$ cat src/rtl/rtcto_pkg.sv
// Shared types, constants and codes for the real-time clock timeout unit.
// No dependencies; every other file imports this package.
package rtcto_pkg;

    localparam logic [63:0] NS_PER_SEC  = 64'd1000000000;
    localparam logic [31:0] TICKS_MAX   = 32'hFFFF_FFFF;
    localparam logic [31:0] HZ_RESET    = 32'd100000000;
    localparam logic [19:0] TPS_RESET   = 20'd1000;

    // ceil(2^79 / 1e9): floor(x * NS_RECIP / 2^79) is x / 1e9 for any x below 2^50
    localparam logic [49:0] NS_RECIP    = 50'd604462909807315;

    // Command codes
    localparam logic [2:0] CMD_ADVANCE  = 3'd0;
    localparam logic [2:0] CMD_SET_RT   = 3'd1;
    localparam logic [2:0] CMD_GET_MONO = 3'd2;
    localparam logic [2:0] CMD_GET_RT   = 3'd3;
    localparam logic [2:0] CMD_DEADLINE = 3'd4;
    localparam logic [2:0] CMD_DURATION = 3'd5;

    // Work kinds after classification
    localparam logic [2:0] KIND_ADV  = 3'd0;
    localparam logic [2:0] KIND_SET  = 3'd1;
    localparam logic [2:0] KIND_MONO = 3'd2;
    localparam logic [2:0] KIND_REAL = 3'd3;
    localparam logic [2:0] KIND_DEAD = 3'd4;
    localparam logic [2:0] KIND_DUR  = 3'd5;
    localparam logic [2:0] KIND_BAD  = 3'd6;

    // Status codes
    localparam logic [1:0] ST_OK      = 2'd0;
    localparam logic [1:0] ST_INVALID = 2'd1;
    localparam logic [1:0] ST_PASSED  = 2'd2;

    // Register indexes
    localparam logic REG_CLOCK_HZ = 1'b0;
    localparam logic REG_TPS      = 1'b1;

    typedef struct packed {
        logic [2:0]  cmd;
        logic [15:0] elapsed_cycles;
        logic [31:0] in_sec;
        logic [29:0] in_nsec;
    } item_t;

    typedef struct packed {
        logic [1:0]  status;
        logic [44:0] out_sec;
        logic [29:0] out_nsec;
        logic [31:0] out_ticks;
    } result_t;

    typedef struct packed {
        logic [2:0]  kind;
        logic [15:0] elapsed;
        logic [31:0] sec;
        logic [29:0] nsec;
    } work_t;

endpackage

$ cat src/rtl/rtcto_front.sv
// Front end: accepts items, classifies and validates them, holds them in a
// two-entry queue for the back end. Depends on rtcto_pkg.
module rtcto_front
    import rtcto_pkg::*;
(
    input  logic    clk,
    input  logic    rst_n,
    input  logic    push,
    input  item_t   item,
    output logic    full,
    output logic    work_valid,
    output work_t   work,
    input  logic    work_take
);

    work_t       q_mem [2];
    logic        wr_ptr_reg;
    logic        rd_ptr_reg;
    logic [1:0]  count_reg;
    work_t       cls;
    logic        nsec_ok;
    logic        do_push;
    logic        do_pop;

    assign nsec_ok = {34'd0, item.in_nsec} < NS_PER_SEC;

    always_comb
    begin
        cls.elapsed = item.elapsed_cycles;
        cls.sec     = item.in_sec;
        cls.nsec    = item.in_nsec;
        unique case (item.cmd)
            CMD_ADVANCE:  cls.kind = KIND_ADV;
            CMD_SET_RT:   cls.kind = nsec_ok ? KIND_SET : KIND_BAD;
            CMD_GET_MONO: cls.kind = KIND_MONO;
            CMD_GET_RT:   cls.kind = KIND_REAL;
            CMD_DEADLINE: cls.kind = (nsec_ok && !item.in_sec[31]) ? KIND_DEAD : KIND_BAD;
            CMD_DURATION: cls.kind = nsec_ok ? KIND_DUR : KIND_BAD;
            default:      cls.kind = KIND_BAD;
        endcase
    end

    assign full       = count_reg[1];
    assign work_valid = (count_reg != 2'd0);
    assign work       = q_mem[rd_ptr_reg];
    assign do_push    = push && !full;
    assign do_pop     = work_take && work_valid;

    always_ff @(posedge clk)
    begin
        if (do_push)
        begin
            q_mem[wr_ptr_reg] <= cls;
        end
    end

    always_ff @(posedge clk or negedge rst_n)
    begin
        if (!rst_n)
        begin
            wr_ptr_reg <= 1'b0;
            rd_ptr_reg <= 1'b0;
            count_reg  <= 2'd0;
        end
        else
        begin
            if (do_push)
            begin
                wr_ptr_reg <= !wr_ptr_reg;
            end
            if (do_pop)
            begin
                rd_ptr_reg <= !rd_ptr_reg;
            end
            count_reg <= count_reg + {1'b0, do_push} - {1'b0, do_pop};
        end
    end

endmodule

$ cat config.mk
export PLATFORM = sky130hd
export DESIGN_NAME = rtcto_front
export DESIGN_NICKNAME = d
export VERILOG_FILES = /design/src/rtl/rtcto_pkg.sv /design/src/rtl/rtcto_front.sv
export SDC_FILE = /design/constraint.sdc
export NUM_CORES = 1
export LEC_CHECK = 0
export ABC_AREA = 1
export BUFFER_PORTS_ARGS = -buffer_cell sky130_fd_sc_hd__buf_2
export CORE_ASPECT_RATIO = 0.9
export CORE_MARGIN = 5
export CORE_UTILIZATION = 56
export DETAILED_ROUTE_END_ITERATION = 7
export PLACE_DENSITY_LB_ADDON = 0.15
export SYNTH_ARGS = -nofsm -noshare
export SYNTH_HDL_FRONTEND = slang
export SYNTH_SLANG_ARGS = --single-unit
$ cat constraint.sdc
create_clock -name clk -period 6.6 [get_ports clk]
set_input_delay 0.33 -clock clk [delete_from_list [all_inputs] [get_ports clk]]
set_output_delay 0.33 -clock clk [all_outputs]
set_load 0.01 [all_outputs]
== After elaboration in Yosys (flattened, before gate mapping) ==
Memory sizes are Yosys's and may differ from the RTL's.
Cells that the tools add are included.
W data, S select, Z words.

* Register bits: 4
* Bits in writable memories: 162
* Input bits: 85
* Output and inout bits: 83
* Word-level logic and storage cells: 27
* Memories kept: 1

* Add/sub/neg operators: 2
* Order comparisons: 1
* Equal/unequal tests: 5
* Multiplexer cells: 6
* Reduce and logical (&&, ||, !) cells: 9

{| class="wikitable"
|+ Memory list
! memory !! depth !! width !! read ports !! clocked after Yosys merged registers in !! wr ports !! RTL line !! RTL
|-
| q_mem || 2 || 81 || 1 || 0 || 1 || rtcto_front.sv:16 || <nowiki>work_t q_mem [2];</nowiki>
|}

{| class="wikitable"
|+ Operator list
! operator !! count
|-
| $lt A30 B30 Y1 const B || 1
|-
| $pmux W3 S6 || 1
|-
| $eq A3 B2 Y1 const B || 2
|-
| $eq A3 B3 Y1 const B || 2
|-
| $logic_not A1 Y1 || 4
|-
| $mux W2 || 2
|-
| $eq A3 B1 Y1 const B || 1
|-
| $logic_and A1 B1 Y1 || 3
|-
| $logic_not A3 Y1 || 1
|-
| $mux W3 || 1
|-
| $add A2 B1 Y2 || 1
|-
| $mux W1 || 2
|-
| $reduce_bool A2 Y1 || 1
|-
| $sub A2 B1 Y2 || 1
|}

== Logic depth before layout (Yosys ltp) ==
* Depth after elaboration: 4
* Depth in mapped cells: 9
* Mapped depth without buffers: 9

== Worst setup path before layout ==
OpenSTA, ideal clock, no wires.

* Path kind: register to register
* From: register count_reg[1]
* To: memory q_mem[0][0] (netlist name) (enable)
* Setup time: 521 ps
* Arrival time: 3991 ps
* Required time: 6079 ps
* Slack: 2088 ps
* Stages on the path, launching flop included: 4
* Path buffers: 0
* Period minus slack after synthesis: 4512 ps
* Cells stage by stage: dfrtp_1 inv_1 nand2_1 nor2_1

* Word-level cells in the longest chain between the ends: 4

{| class="wikitable"
|+ Ends and longest elaborated chain
! element !! RTL line !! RTL
|-
| start, declared || rtcto_front.sv:19 || <nowiki>logic [1:0] count_reg;</nowiki>
|-
| start signal, assigned || rtcto_front.sv:75 || <nowiki>count_reg <= count_reg + {1'b0, do_push} - {1'b0, do_pop};</nowiki>
|-
| $logic_not A1 Y1 || rtcto_front.sv:46 || <nowiki>assign do_push = push && !full;</nowiki>
|-
| $logic_and A1 B1 Y1 || rtcto_front.sv:46 ||
|-
| $mux W1 || rtcto_front.sv:51 || <nowiki>if (do_push)</nowiki>
|-
| $mux W1 (implied by the code) || rtcto_front.sv:53 || <nowiki>q_mem[wr_ptr_reg] <= cls;</nowiki>
|-
| end, declared || rtcto_front.sv:16 ||
|}

Every way passes these cells.

== Worst setup path after layout ==
* From: register count_reg[1]
* To: memory q_mem[0][6] (netlist name) (enable)

The elaborated chain is that of the path after synthesis.

==> results_tabular.tex <==
\begin{tabular}{lr}
\hline
Metric & Value \\
\hline
\multicolumn{2}{l}{\textbf{Final layout}} \\
\quad Final Cell Area & $\sim$7800 sq um \\
\quad \# nets final & $\sim$750 \\
\quad Area occupied by multi-input gates & approximately 1200 sq um \\
\quad Non-filler cells, final & 832 \\
\quad P\&R area growth vs syn & 24.1\% \\
\quad Max reg flops & approximately 160 \\
\quad Sequential cell area & 4970 sq um \\
\quad Fill count & approximately 770 \\
\quad Fraction of layout cells with a size suffix above 1 & 0.302 \\
\multicolumn{2}{l}{\textbf{Floorplan}} \\
\quad Die X-Extent & $\sim$120 microns \\
\quad Initial core utilization & 0.577 \\
\quad DIE AREA & about 13000 sq um \\
\quad Core Rows & 36 \\
\quad Boundary Pins & around 170 \\
\quad Die Y & 111 microns \\
\quad Std-Cell Core Area & between 10000 and 15000 sq um \\
\multicolumn{2}{l}{\textbf{Critical path}} \\
\quad Crit Path Max Fanout & 42 \\
\quad Startpoint-to-endpoint class of the critical path & flop to flop \\
\quad Startpoint of the lowest-slack register-to-register path & count\_reg[1] \\
\quad Crit path required time & 6650 ps \\
\quad Crit path capture type & flop \\
\quad Worst reg-to-reg path cell count & 4 \\
\quad Slack of the worst reg-to-reg path & $\sim$4000 ps \\
\quad Arrival @ worst endpoint & about 2600 ps \\
\quad First element of the critical path & count\_reg[1] \\
\quad Crit path launch type & flop \\
\quad Critical R2R Capture & q\_mem[0][6] \\
\multicolumn{2}{l}{\textbf{Global routing}} \\
\quad Number of global-route vias before repair & around 4200 \\
\quad Antenna violations before repair & 1 \\
\quad Remaining global-route overflow & 0 \\
\quad Pin count of the biggest net entering global routing & 82 \\
\quad First-pass GRT wire length & 20.6 mm \\
\quad Total routing resource utilization after global routing & 0.199 \\
\multicolumn{2}{l}{\textbf{Logic synthesis}} \\
\quad Avg Cell Area, Syn & approximately 13 sq um \\
\quad Number of enable flip-flop cells after synthesis & between 150 and 200 \\
\quad Cell accounting for the most synthesized area & sky130\_fd\_sc\_hd\_\_edfxtp\_1 \\
\quad Top flip-flop cell by instance count after synthesis & sky130\_fd\_sc\_hd\_\_edfxtp\_1 \\
\quad Synth Instances & $\sim$490 \\
\quad Top cells by count, synth & sky130\_fd\_sc\_hd\_\_nand2\_1 (263), sky130\_fd\_sc\_hd\_\_edfxtp\_1 (162), sky130\_fd\_sc\_hd\_\_buf\_2 (17) \\
\quad Leading cell type by number of instances after synthesis & sky130\_fd\_sc\_hd\_\_nand2\_1 \\
\quad Share of the synthesized area in the top cell type & 0.773 \\
\quad Yosys cell types & 20 \\
\quad Ys async rst share & 0.0241 \\
\quad Synthesis Warnings & 0 \\
\quad Number of synthesized register bits & 166 \\
\quad Net count after synthesis & around 580 \\
\quad Top post-synthesis cells by area & sky130\_fd\_sc\_hd\_\_edfxtp\_1 (77\%), sky130\_fd\_sc\_hd\_\_nand2\_1 (16\%), sky130\_fd\_sc\_hd\_\_dfrtp\_1 (1.6\%) \\
\quad Post-synthesis instance area & 6290 sq um \\
\quad Register area share after synthesis & 0.789 \\
\multicolumn{2}{l}{\textbf{Power and ir drop}} \\
\quad Total Power Consumption & approximately 3.3 mW \\
\quad Seq pwr share & 0.433 \\
\quad Switching power summed over all nets & around 1.1 mW \\
\quad Proportion of total power due to net switching & 0.327 \\
\quad Power per cell area & between 400 and 500 nW/um\^{}2 \\
\quad P\_leak & approximately 3.4 nW \\
\quad Clock group share of total power & 0.259 \\
\quad Peak ir drop on the vdd network & approximately 0.28 mV \\
\quad Internal power & around 2.2 mW \\
\quad Share of power burned in combinational logic & 0.308 \\
\multicolumn{2}{l}{\textbf{Routing}} \\
\quad Count of unresolved DRC violations after routing & 0 \\
\quad Routed Antenna Nets & 0 \\
\quad Total number of vias & about 4100 \\
\quad Number of vias per cell & between 4 and 5 \\
\quad Length of the first detailed-routing pass in iterations & 4 \\
\quad Detailed Route Iter0 Violations & $\sim$280 \\
\quad Detailed-route wire length per cell & between 15 and 20 microns \\
\quad Post-detailed-routing wire length & 12.7 mm \\
\multicolumn{2}{l}{\textbf{Worst hold path}} \\
\quad Worst hold path startpoint & item[62] \\
\quad Count of cells along the worst hold path & 1 \\
\quad Hold Path Sink & q\_mem[1][62] \\
\quad Class of the tightest hold or removal check & input port to flop \\
\multicolumn{2}{l}{\textbf{STA}} \\
\quad Unrepaired setup endpoints after global routing & false \\
\quad Post-route setup TNS & 0 ps \\
\quad Hold Vio Cnt, Final & 0 \\
\quad Final clock skew & between 4 and 5 ps \\
\quad Slew at the pin with the worst max-slew slack & approximately 1100 ps \\
\quad Worst slew margin relative to its limit & 0.238 \\
\quad Endpoints failing setup & 0 \\
\quad Worst Slack Setup Final & 4020 ps \\
\quad Fraction of the cycle the final worst path needs & 0.390 \\
\quad Crit path time final & between 2000 and 3000 ps \\
\quad Max Clk Rate & just under 400 MHz \\
\quad Final number of max-transition violations & 0 \\
\multicolumn{2}{l}{\textbf{Clock tree}} \\
\quad Clock latency on the worst-skew pair & 410 ps \\
\quad Clock root buffer & sky130\_fd\_sc\_hd\_\_clkbuf\_16 \\
\quad Number of CTS-inserted buffers & 17 \\
\quad Clock-pin slew on the worst setup and hold paths & 60 ps \\
\quad Maximum buffer depth of the clock tree & 2 \\
\quad TritonCTS clock tree & built \\
\quad \# resized after CTS & 0 \\
\quad CTS H-tree lvls & 4 \\
\quad Count of clock tree sinks & 166 \\
\multicolumn{2}{l}{\textbf{Place}} \\
\quad Port buffer count & 167 \\
\quad Placed inst area & around 7300 sq um \\
\quad Detail Placement HPWL & between 8 and 9 mm \\
\quad Placed instance count & between 700 and 800 \\
\quad Final weighted congestion of routability-driven global placement & approximately 0.74 \\
\quad Dpl ws & between 3000 and 4000 ps \\
\multicolumn{2}{l}{\textbf{Job}} \\
\quad Max-capacitance violation count & 0 \\
\multicolumn{2}{l}{\textbf{Run status}} \\
\quad Status & complete, no violations \\
\hline
\end{tabular}
## power by group through the flow
stage / clock [mW] / combinational (mW) / sequential (mW)
2_1_floorplan: 0 / 0.612 / 1.47
3_3_place_gp: 0 / 1.02 / 1.45
3_5_place_dp: 0 / 1.04 / 1.45
4_1_cts: 0.876 / 1.05 / 1.43
5_1_grt: 0.924 / 1.15 / 1.45
6_report: 0.856 / 1.02 / 1.43
## repair_timing
action	CTS	global route
setup buffers	0	0
endpoints found under the hold margin	4	0
hold buffers	1	0
endpoints found under the setup margin	0	0
## layout by cell type, fill, tap and decap left out, types with 3 or more instances in the layout
cell	count
sky130_fd_sc_hd__buf_2	167
sky130_fd_sc_hd__buf_4	5
sky130_fd_sc_hd__clkbuf_1	6
sky130_fd_sc_hd__clkbuf_16	17
sky130_fd_sc_hd__clkinv_1	9
sky130_fd_sc_hd__dfrtp_1	3
sky130_fd_sc_hd__edfxtp_1	162
sky130_fd_sc_hd__inv_1	13
sky130_fd_sc_hd__nand2_1	263
sky130_fd_sc_hd__nand2_2	4
sky130_fd_sc_hd__nor2_1	4
sky130_fd_sc_hd__nor2_2	5
sky130_fd_sc_hd__xor2_1	3
## per-layer routing
layer  global-route usage  part of all wire
met1                0.246              0.41
met2                0.316              0.50
met3               0.0757             0.066
met4               0.0777             0.021
met5                    0           0.00055
## area by class of cell
class                           count  share of cell area
Tap cell                          152              0.0244
Multi-Input combinational cell    293               0.154
Inverter                           15             0.00721
Sequential cell                   166               0.636
Clock buffer                       23              0.0574
Clock inverter                      9             0.00769
Antenna cell                        1            0.000321
Timing Repair Buffer              173               0.113
## cell families (layout without fill, tap and decap cells)
family                     count (synthesis)  in the layout  share of synthesized area
xor gates and xnor gates                   4              4                    0.00557
DFF                                      166            166                      0.789
buffers and inverters                     32            220                     0.0225
AOI/OAI and AO/OA                          3              3                    0.00239
other                                      0              1                          0
and+or+nand+nor                          284            284                      0.176
adders and majority gates                  2              2                    0.00398
## worst max-delay path: stages, from the launching register on
cell,delay [ps]
sky130_fd_sc_hd__dfrtp_1,380
sky130_fd_sc_hd__inv_1,80
sky130_fd_sc_hd__nand2_1,170
sky130_fd_sc_hd__nor2_4,910
sky130_fd_sc_hd__buf_4,640
## per-stage QoR
| step | hold slack, ps | utilization |
|---|---|---|
| 4_1_cts | 80.1 | 0.716 |
| 5_1_grt | 75.9 | 0.716 |
| 2_1_floorplan | 34.4 | - |
| 3_3_place_gp | 138 | 0.668 |
| 3_5_place_dp | 144 | 0.668 |
| 6_report | 105 | 0.716 |
## worst max-delay path by stage
stage,to,slack (ps),cells after the start
after floorplan,q_mem[0][0],2090,3
after global placement,q_mem[0][3],4010,4
after detailed placement,q_mem[0][31],3960,4
after CTS,q_mem[0][40],3950,4
after global routing,q_mem[0][56],3790,4
final,q_mem[0][6],4020,4
Note: power is estimated with default switching activity, not from simulation.
